### src/sv/wrs_pkg.sv
`timescale 1ns / 1ps
package wrs_pkg;

  localparam int NUM_CH  = 8;
  localparam int IDX_W   = 3;
  localparam int CNT_W   = 4;
  localparam int W_W     = 16;
  localparam int FRAC_W  = 8;
  localparam int BASE_W  = 24;
  localparam int TIX_W   = BASE_W - FRAC_W;
  localparam int ACC_W   = 19;
  localparam int MULT_W  = 24;
  localparam int PROD_W  = 40;
  localparam int SUM_W   = 42;

  localparam logic [CNT_W-1:0] CHILD_COUNT_RST = CNT_W'(NUM_CH);

  // configuration register indexes
  localparam logic CFG_MODE  = 1'b0;
  localparam logic CFG_COUNT = 1'b1;

  localparam logic MODE_INDEP   = 1'b0;
  localparam logic MODE_SHUFFLE = 1'b1;

  localparam logic signed [SUM_W-1:0] BASE_MAX = SUM_W'(64'sd8388607);
  localparam logic signed [SUM_W-1:0] BASE_MIN = -SUM_W'(64'sd8388608);
  localparam logic signed [BASE_W:0]  CW_ONE   = (BASE_W+1)'(1 << FRAC_W);

  typedef struct packed {
    logic [W_W-1:0] weight_0;
    logic [W_W-1:0] weight_1;
    logic [W_W-1:0] weight_2;
    logic [W_W-1:0] weight_3;
    logic [W_W-1:0] weight_4;
    logic [W_W-1:0] weight_5;
    logic [W_W-1:0] weight_6;
    logic [W_W-1:0] weight_7;
    logic [7:0]     active_mask;
    logic [15:0]    random_fraction;
  } in_word_t;

  typedef struct packed {
    logic [IDX_W-1:0] picked_index;
    logic             none_picked;
  } out_word_t;

  typedef struct packed {
    logic              done;
    logic [MULT_W-1:0] quot;
    logic              rem_nz;
  } div_res_t;

  function automatic logic [BASE_W-1:0] sat_base(input logic signed [SUM_W-1:0] v);
    logic [BASE_W-1:0] r;
    if (v > BASE_MAX) r = BASE_MAX[BASE_W-1:0];
    else if (v < BASE_MIN) r = BASE_MIN[BASE_W-1:0];
    else r = v[BASE_W-1:0];
    return r;
  endfunction

  // weight plus base, signed
  function automatic logic signed [BASE_W:0] cw_of(input logic [W_W-1:0] w,
                                                  input logic [BASE_W-1:0] b);
    return $signed({{(BASE_W+1-W_W){1'b0}}, w}) + $signed({b[BASE_W-1], b});
  endfunction

  function automatic logic [TIX_W-1:0] tix_of(input logic signed [BASE_W:0] cw);
    logic [TIX_W-1:0] t;
    if (cw >= CW_ONE) t = cw[BASE_W-1:FRAC_W];
    else t = '0;
    return t;
  endfunction

endpackage

### src/sv/wrs_div.sv
`timescale 1ns / 1ps
module wrs_div
  import wrs_pkg::*;
(
  input  logic              clk,
  input  logic              rst_n,
  input  logic              start,
  input  logic [MULT_W-1:0] num,
  input  logic [W_W-1:0]    den,
  output div_res_t          res
);

  localparam int CNT_BITS = $clog2(MULT_W + 1);

  logic [MULT_W-1:0]   quot_r;
  logic [W_W-1:0]      rem_r;
  logic [W_W-1:0]      den_r;
  logic [CNT_BITS-1:0] cnt_r;
  logic                busy_r;
  logic                done_r;
  logic [W_W:0]        trial;
  logic                take;

  // restoring division, one quotient bit a cycle
  assign trial = {rem_r, quot_r[MULT_W-1]};
  assign take  = trial >= {1'b0, den_r};

  always_ff @(posedge clk) begin
    if (!rst_n) begin
      busy_r <= 1'b0;
      done_r <= 1'b0;
      cnt_r  <= '0;
    end else begin
      done_r <= busy_r && (cnt_r == CNT_BITS'(1));
      if (start) begin
        busy_r <= 1'b1;
        cnt_r  <= CNT_BITS'(MULT_W);
        quot_r <= num;
        rem_r  <= '0;
        den_r  <= den;
      end else if (busy_r) begin
        cnt_r  <= cnt_r - CNT_BITS'(1);
        busy_r <= cnt_r != CNT_BITS'(1);
        quot_r <= {quot_r[MULT_W-2:0], take};
        rem_r  <= take ? W_W'(trial - {1'b0, den_r}) : trial[W_W-1:0];
      end
    end
  end

  assign res.done   = done_r;
  assign res.quot   = quot_r;
  assign res.rem_nz = rem_r != '0;

endmodule

### src/sv/weighted_random_child_select.sv
`timescale 1ns / 1ps
// channel | direction | handshake            | payload
// in      | input     | in_valid / in_ready  | in_data (in_word_t)
// out     | output    | out_valid / out_ready| out_data (out_word_t)
// cfg     | input     | cfg_valid / cfg_ready| cfg_index, cfg_data
//
// independent mode: sum pass, one multiply, scan pass, output for each word
// shuffled mode: a divide per child below one ticket (shared divider),
// plus a deck refill pass (one multiplier, multiply then update per child)
// reset sets independent mode, child count 8, all child bases 0, out_valid low
// a word is accepted only in idle; a finished word waits in the output register
module weighted_random_child_select
  import wrs_pkg::*;
(
  input  logic              clk,
  input  logic              rst_n,
  input  logic              in_valid,
  output logic              in_ready,
  input  in_word_t          in_data,
  output logic              out_valid,
  input  logic              out_ready,
  output out_word_t         out_data,
  input  logic              cfg_valid,
  output logic              cfg_ready,
  input  logic              cfg_index,
  input  logic [CNT_W-1:0]  cfg_data
);

  typedef enum logic [2:0] {
    S_IDLE, S_SUM, S_MUL, S_SCAN, S_TCNT, S_DIV, S_RAISE, S_OUT
  } state_t;

  state_t             state_r;
  logic               mode_cfg_r;
  logic [CNT_W-1:0]   count_cfg_r;

  logic               mode_r;
  logic [CNT_W-1:0]   n_r;
  logic [W_W-1:0]     w_r [NUM_CH];
  logic [NUM_CH-1:0]  mask_r;
  logic [15:0]        frac_r;
  logic [BASE_W-1:0]  base_r [NUM_CH];
  logic [IDX_W-1:0]   idx_r;
  logic [ACC_W-1:0]   acc_r;
  logic [ACC_W-1:0]   cum_r;
  logic [PROD_W-1:0]  prod_r;
  logic [MULT_W-1:0]  mult_r;
  logic               have_mult_r;
  logic               any_elig_r;
  logic               phase_r;
  logic               out_valid_r;
  out_word_t          out_data_r;
  logic [IDX_W-1:0]   pick_r;
  logic               none_r;

  logic [W_W-1:0]     cur_w;
  logic [BASE_W-1:0]  cur_b;
  logic               in_use, cur_act, cur_elig, last;
  logic signed [BASE_W:0] cw, cw_raised, n_diff;
  logic               cw_ge;
  logic [TIX_W-1:0]   cur_tix;
  logic [ACC_W-1:0]   tcnt_acc;
  logic               step_ok;
  logic [ACC_W-1:0]   step_val, cum_new;
  logic               hit;
  logic [15:0]        mul_a;
  logic [MULT_W-1:0]  mul_b;
  logic [PROD_W-1:0]  mul_p;
  logic [BASE_W-1:0]  raised_b, dropped_b;
  logic [MULT_W-1:0]  div_q;
  logic               div_start;
  div_res_t           div_res;

  assign cur_w   = w_r[idx_r];
  assign cur_b   = base_r[idx_r];
  assign in_use  = {1'b0, idx_r} < n_r;
  assign cur_act = mask_r[idx_r] && in_use;
  assign cur_elig = cur_act && (cur_w != '0);
  assign last    = idx_r == IDX_W'(NUM_CH - 1);
  assign cw      = cw_of(cur_w, cur_b);
  assign cw_ge   = cw >= CW_ONE;
  assign cur_tix = tix_of(cw);
  assign tcnt_acc = acc_r + ((cur_elig && cw_ge) ? ACC_W'(cur_tix) : '0);
  assign n_diff  = CW_ONE - cw;

  assign div_start = (state_r == S_TCNT) && cur_elig && !cw_ge;
  assign div_q     = div_res.quot + MULT_W'(div_res.rem_nz);

  // scan step: weights in independent mode, tickets in shuffled mode
  always_comb begin
    if (mode_r == MODE_SHUFFLE) begin
      step_ok  = cur_elig && (cur_tix != '0);
      step_val = ACC_W'(cur_tix);
    end else begin
      step_ok  = cur_elig;
      step_val = ACC_W'(cur_w);
    end
  end
  assign cum_new = cum_r + step_val;
  assign hit = step_ok && (prod_r <= {{(PROD_W-ACC_W-16){1'b0}}, cum_new, 16'b0});

  // shared multiplier operands
  always_comb begin
    if (state_r == S_RAISE) begin
      mul_a = cur_w;
      mul_b = mult_r;
    end else begin
      mul_a = frac_r;
      mul_b = MULT_W'(acc_r);
    end
  end
  assign mul_p = PROD_W'(mul_a) * PROD_W'(mul_b);

  assign raised_b = sat_base($signed({{(SUM_W-BASE_W){cur_b[BASE_W-1]}}, cur_b})
                             + $signed({{(SUM_W-PROD_W){1'b0}}, prod_r}));
  assign dropped_b = sat_base($signed({{(SUM_W-BASE_W){cur_b[BASE_W-1]}}, cur_b})
                              - SUM_W'(CW_ONE));
  assign cw_raised = cw_of(cur_w, raised_b);

  wrs_div u_div (
    .clk   (clk),
    .rst_n (rst_n),
    .start (div_start),
    .num   (n_diff[MULT_W-1:0]),
    .den   (cur_w),
    .res   (div_res)
  );

  always_ff @(posedge clk) begin
    if (!rst_n) begin
      state_r     <= S_IDLE;
      mode_cfg_r  <= MODE_INDEP;
      count_cfg_r <= CHILD_COUNT_RST;
      out_valid_r <= 1'b0;
      for (int i = 0; i < NUM_CH; i++) base_r[i] <= '0;
    end else begin
      if (cfg_valid) begin
        unique case (cfg_index)
          CFG_MODE:  mode_cfg_r  <= cfg_data[0];
          CFG_COUNT: count_cfg_r <= cfg_data;
          default: ;
        endcase
      end
      if (out_valid_r && out_ready && state_r != S_OUT) out_valid_r <= 1'b0;

      unique case (state_r)
        S_IDLE: begin
          if (in_valid) begin
            w_r[0] <= in_data.weight_0;
            w_r[1] <= in_data.weight_1;
            w_r[2] <= in_data.weight_2;
            w_r[3] <= in_data.weight_3;
            w_r[4] <= in_data.weight_4;
            w_r[5] <= in_data.weight_5;
            w_r[6] <= in_data.weight_6;
            w_r[7] <= in_data.weight_7;
            mask_r <= in_data.active_mask;
            frac_r <= in_data.random_fraction;
            mode_r <= mode_cfg_r;
            n_r    <= (count_cfg_r > CNT_W'(NUM_CH)) ? CNT_W'(NUM_CH) : count_cfg_r;
            idx_r  <= '0;
            acc_r  <= '0;
            cum_r  <= '0;
            have_mult_r <= 1'b0;
            any_elig_r  <= 1'b0;
            phase_r     <= 1'b0;
            state_r <= (mode_cfg_r == MODE_SHUFFLE) ? S_TCNT : S_SUM;
          end
        end
        S_SUM: begin
          if (cur_act) acc_r <= acc_r + ACC_W'(cur_w);
          idx_r <= idx_r + IDX_W'(1);
          if (last) state_r <= S_MUL;
        end
        S_MUL: begin
          prod_r <= mul_p;
          idx_r  <= '0;
          cum_r  <= '0;
          if (acc_r == '0) begin
            pick_r  <= '0;
            none_r  <= 1'b1;
            state_r <= S_OUT;
          end else begin
            state_r <= S_SCAN;
          end
        end
        S_SCAN: begin
          // skipped children do not move the position
          if (step_ok) cum_r <= cum_new;
          idx_r <= idx_r + IDX_W'(1);
          if (hit) begin
            pick_r  <= idx_r;
            none_r  <= 1'b0;
            if (mode_r == MODE_SHUFFLE) base_r[idx_r] <= dropped_b;
            state_r <= S_OUT;
          end else if (last) begin
            pick_r  <= '0;
            none_r  <= 1'b1;
            state_r <= S_OUT;
          end
        end
        S_TCNT, S_DIV: begin
          if (state_r == S_TCNT && cur_elig) any_elig_r <= 1'b1;
          if (div_start) begin
            state_r <= S_DIV;
          end else if (state_r == S_TCNT || div_res.done) begin
            if (div_res.done && (!have_mult_r || div_q < mult_r)) mult_r <= div_q;
            if (div_res.done) have_mult_r <= 1'b1;
            acc_r <= tcnt_acc;
            idx_r <= idx_r + IDX_W'(1);
            if (last) begin
              if (tcnt_acc != '0) begin
                state_r <= S_MUL;
              end else if (!(any_elig_r || cur_elig)) begin
                pick_r  <= '0;
                none_r  <= 1'b1;
                state_r <= S_OUT;
              end else begin
                state_r <= S_RAISE;
                phase_r <= 1'b0;
              end
            end else begin
              state_r <= S_TCNT;
            end
          end
        end
        S_RAISE: begin
          if (!phase_r) begin
            prod_r  <= mul_p;
            phase_r <= 1'b1;
          end else begin
            phase_r <= 1'b0;
            if (in_use && cur_w != '0) base_r[idx_r] <= raised_b;
            // recount against the raised base
            if (cur_elig) acc_r <= acc_r + ACC_W'(tix_of(cw_raised));
            idx_r <= idx_r + IDX_W'(1);
            if (last) state_r <= S_MUL;
          end
        end
        S_OUT: begin
          if (!out_valid_r || out_ready) begin
            out_valid_r <= 1'b1;
            out_data_r.picked_index <= pick_r;
            out_data_r.none_picked  <= none_r;
            state_r <= S_IDLE;
          end
        end
        default: state_r <= S_IDLE;
      endcase
    end
  end

  assign in_ready  = state_r == S_IDLE;
  assign cfg_ready = 1'b1;
  assign out_valid = out_valid_r;
  assign out_data  = out_data_r;

`ifndef ASSERT_OFF
  a_busy_after_accept: assert property (@(posedge clk) disable iff (!rst_n)
    in_valid && in_ready |=> !in_ready)
    else $error("accepted a word but stayed ready");

  a_div_done_in_div: assert property (@(posedge clk) disable iff (!rst_n)
    div_res.done |-> state_r == S_DIV)
    else $error("divider finished outside the divide step");

  a_out_then_idle: assert property (@(posedge clk) disable iff (!rst_n)
    state_r == S_OUT && (!out_valid_r || out_ready) |=> in_ready && out_valid)
    else $error("result not posted on leaving the output step");
`endif

endmodule
### config.mk
export PLATFORM = sky130hd
export DESIGN_NAME = weighted_random_child_select
export DESIGN_NICKNAME = d
export VERILOG_FILES = /design/src/sv/wrs_pkg.sv /design/src/sv/wrs_div.sv /design/src/sv/weighted_random_child_select.sv
export SDC_FILE = /design/constraint.sdc
export NUM_CORES = 2
export LEC_CHECK = 0
export BUFFER_PORTS_ARGS = -buffer_cell sky130_fd_sc_hd__buf_2
export CORE_MARGIN = 2
export CORE_UTILIZATION = 46
export DETAILED_ROUTE_END_ITERATION = 16
export PLACE_DENSITY = 0.64
export SYNTH_ARGS = -nofsm -noshare
export SYNTH_HDL_FRONTEND = slang
export SYNTH_SLANG_ARGS = --single-unit
export TNS_END_PERCENT = 1
### constraint.sdc
create_clock -name clk -period 22.4 [get_ports clk]
set_clock_uncertainty 0.2 [all_clocks]
set_input_delay 3.36 -clock clk [delete_from_list [all_inputs] [get_ports clk]]
set_output_delay 3.36 -clock clk [all_outputs]
set_load 0.01 [all_outputs]
==> qor.txt <==
final wirelength = 138000 µm
cell taking the most area after synthesis = edfxtp_1
global-route wire length before repair = 210000 µm
DR iter-0 viols = 3142
largest cells by area after synthesis = edfxtp_1 35%, fa_1 14%, ha_1 8.5%
Core ar. = 96600 µm²
# port buffers = 167
TritonRoute pass-1 iters = 6
Synth Register Bits = 540
count leader, synth = edfxtp_1
Seq/Total Area, Yosys = 0.358
fmax = 67.9 MHz
ys async rst share = 0
IO Count = 169
fraction of layout instances using a drive strength above 1 = 0.125
GRT Util Overall = 0.280
die height = 316 µm
top-area cell type share of the netlist area = 0.350
synth unique cells = 95
Avg Cell Area, Syn = 10.2 µm²
outcome = finished, final reports clean
CP Launch Type = flip-flop
critical path required time = 22470 ps
RSZ-0062 raised after global routing = false
Slew headroom = 0.101
clock period minus worst slack = 14720 ps
CTS sink cnt = 540
Syn. warnings = 0
largest net degree at the start of global routing = 75
Setup TNS = 0 ps
hold_buf cts = 0
die width = 316 µm
clock slew seen by the registers of the worst setup and hold paths = 60 ps
global placement routability congestion = 1.00
Final nets = 5313
DRC viols = 0
CTS root buf = clkbuf_16
row cnt = 114
final setup fails = 0
CTS tree = yes
Initial Utilization = 0.463
commonest cells in the netlist = 521 x edfxtp_1, 513 x nand2_1, 468 x nor2_1
endpoints failing hold = 0
grt total ovfl = 0
Vias/cell = 5.89
via count = 34.5k
worst path arrival time = 14790 ps
largest stage delay on the critical path = 1090 ps
Avg WL per Cell = 23.6 µm
WS Path Type = reg2reg
number of synthesized flops with an enable pin = 521
area grow syn2layout = 10.3%
worst slew pin tran = 1340 ps
max_cap viols = 0
Min-Delay Path Class = reg2reg
clk_lat worst skew = 660 ps
vias in the first global route = 34.0k
Antenna Nets Post-Route = 0
Syn Inst Count = 4394
H-tree depth = 3
Post-Syn Area = 44700 µm²
Post-CTS Resized = 0
Slew Limit Fails = 0
Synth Net Count = 5174
crit path max fanout = 48
CP Capture Type = flip-flop
hpwl dp = 107000 µm
period utilisation layout = 0.657
CTS Buf Count = 66
Antenna Cells = 0
Post-CTS Repair Setup Buffers = 0
initial antenna violation count = 6
die footprint = 99800 µm²
Longest Clk Path Bufs = 3
Synth Flop Type = edfxtp_1
final instance area = 49300 µm²
critical path's most frequent cell = o21ai_0
reg-to-reg slack, setup = 7680 ps
placed cell area = 47100 µm²
Crit-path slowest cell = nand2_1
cell families (layout without fill, tap and decap cells):
logic type / Yosys count / in the layout / share of synthesized area
compound gates: 773 / 773 / 0.114
other cells: 1 / 1 / 0.0000838
simple gates: 1485 / 1485 / 0.151
mux: 153 / 153 / 0.0582
fa+ha+maj: 618 / 618 / 0.225
flops: 540 / 540 / 0.358
xor+xnor: 194 / 194 / 0.0380
buf+inv: 630 / 823 / 0.0551
per-stage QoR:
stage               utilization  cells  worst slack, ps  hold WS (ps)
finish                    0.511   5863             7680           217
global route              0.511   5863             6680           235
global placement          0.488   5741             8190           207
detailed placement        0.488   5741             7920           206
CTS                       0.511   5863             7860           218
floorplan                     -   4394            10250           200
critical path, delay by kind of cell (launching register included):
kind | cells | cell delay, ps
multiplexers | 3 | 1210
XOR/XNOR | 1 | 210
flip-flops | 1 | 980
AO/OA/AOI/OAI | 20 | 5920
buffers and inverters | 2 | 930
adder cells (fa/ha/maj) | 4 | 1170
AND/OR/NAND/NOR | 7 | 3660
state kept, by name, summed over array words and instances, names as in the netlist, 5 cells and up, named ones only:
name and flops:
acc_r 19, base_r 192, cum_r 19, frac_r 16
mask_r 8, mult_r 24, prod_r 40, u_div.cnt_r 5
u_div.den_r 16, u_div.quot_r 24, u_div.rem_r 16, w_r 128
final cells by class:
cell class | instances | area [µm²]
Fill cell | 8742 | 47200
Multi-Input combinational cell | 3224 | 26300
Sequential cell | 540 | 16000
Clock buffer | 85 | 1770
Inverter | 454 | 1700
Tap cell | 1276 | 1600
Timing Repair Buffer | 247 | 1440
Clock inverter | 37 | 477
placed cells by master, fill, tap and decap left out, types with 15 or more instances in the layout:
cell type    n
a211oi_1    28
a21boi_0    32
a21o_1      97
a21oi_1    175
a31o_2      16
a31oi_1     23
and2_1      33
and3_1      30
and4_1      16
buf_2      167
buf_4       80
clkbuf_1    15
clkbuf_16   67
dfxtp_1     16
edfxtp_1   521
fa_1       313
ha_1       305
inv_1      451
mux2_2      26
mux2i_1     44
mux4_2      82
nand2_1    512
nand2b_1    29
nand3_1     76
nand4_1     31
nor2_1     467
nor2_2      51
nor2b_1     42
nor3_1      80
nor4_1      33
o211ai_1    15
o21a_1      29
o21ai_0    166
o21bai_1    25
o22ai_1     31
xnor2_1    137
xor2_1      57
worst paths after layout:
kind,start,endpoint,cells after the start
worst max register to register,flip-flop,base_r[1][3],37
worst min-delay path,none_r,out_data[0],0
worst max-delay path,flip-flop,base_r[1][3],37
worst min register to register,none_r,out_data[0],0
metal layers:
layer | global-route usage | wire length (µm) | vias up
met4 | 0.115 | 6290 | 8
met5 | 0 | 51 | -
met1 | 0.387 | 58200 | 17100
li1 | - | - | 15600
met3 | 0.0466 | 10700 | 319
met2 | 0.438 | 62900 | 1472
Power is left out: the tool's default activity adds up to more than one toggle a clock period on the data nets, which glitch-free logic cannot reach.
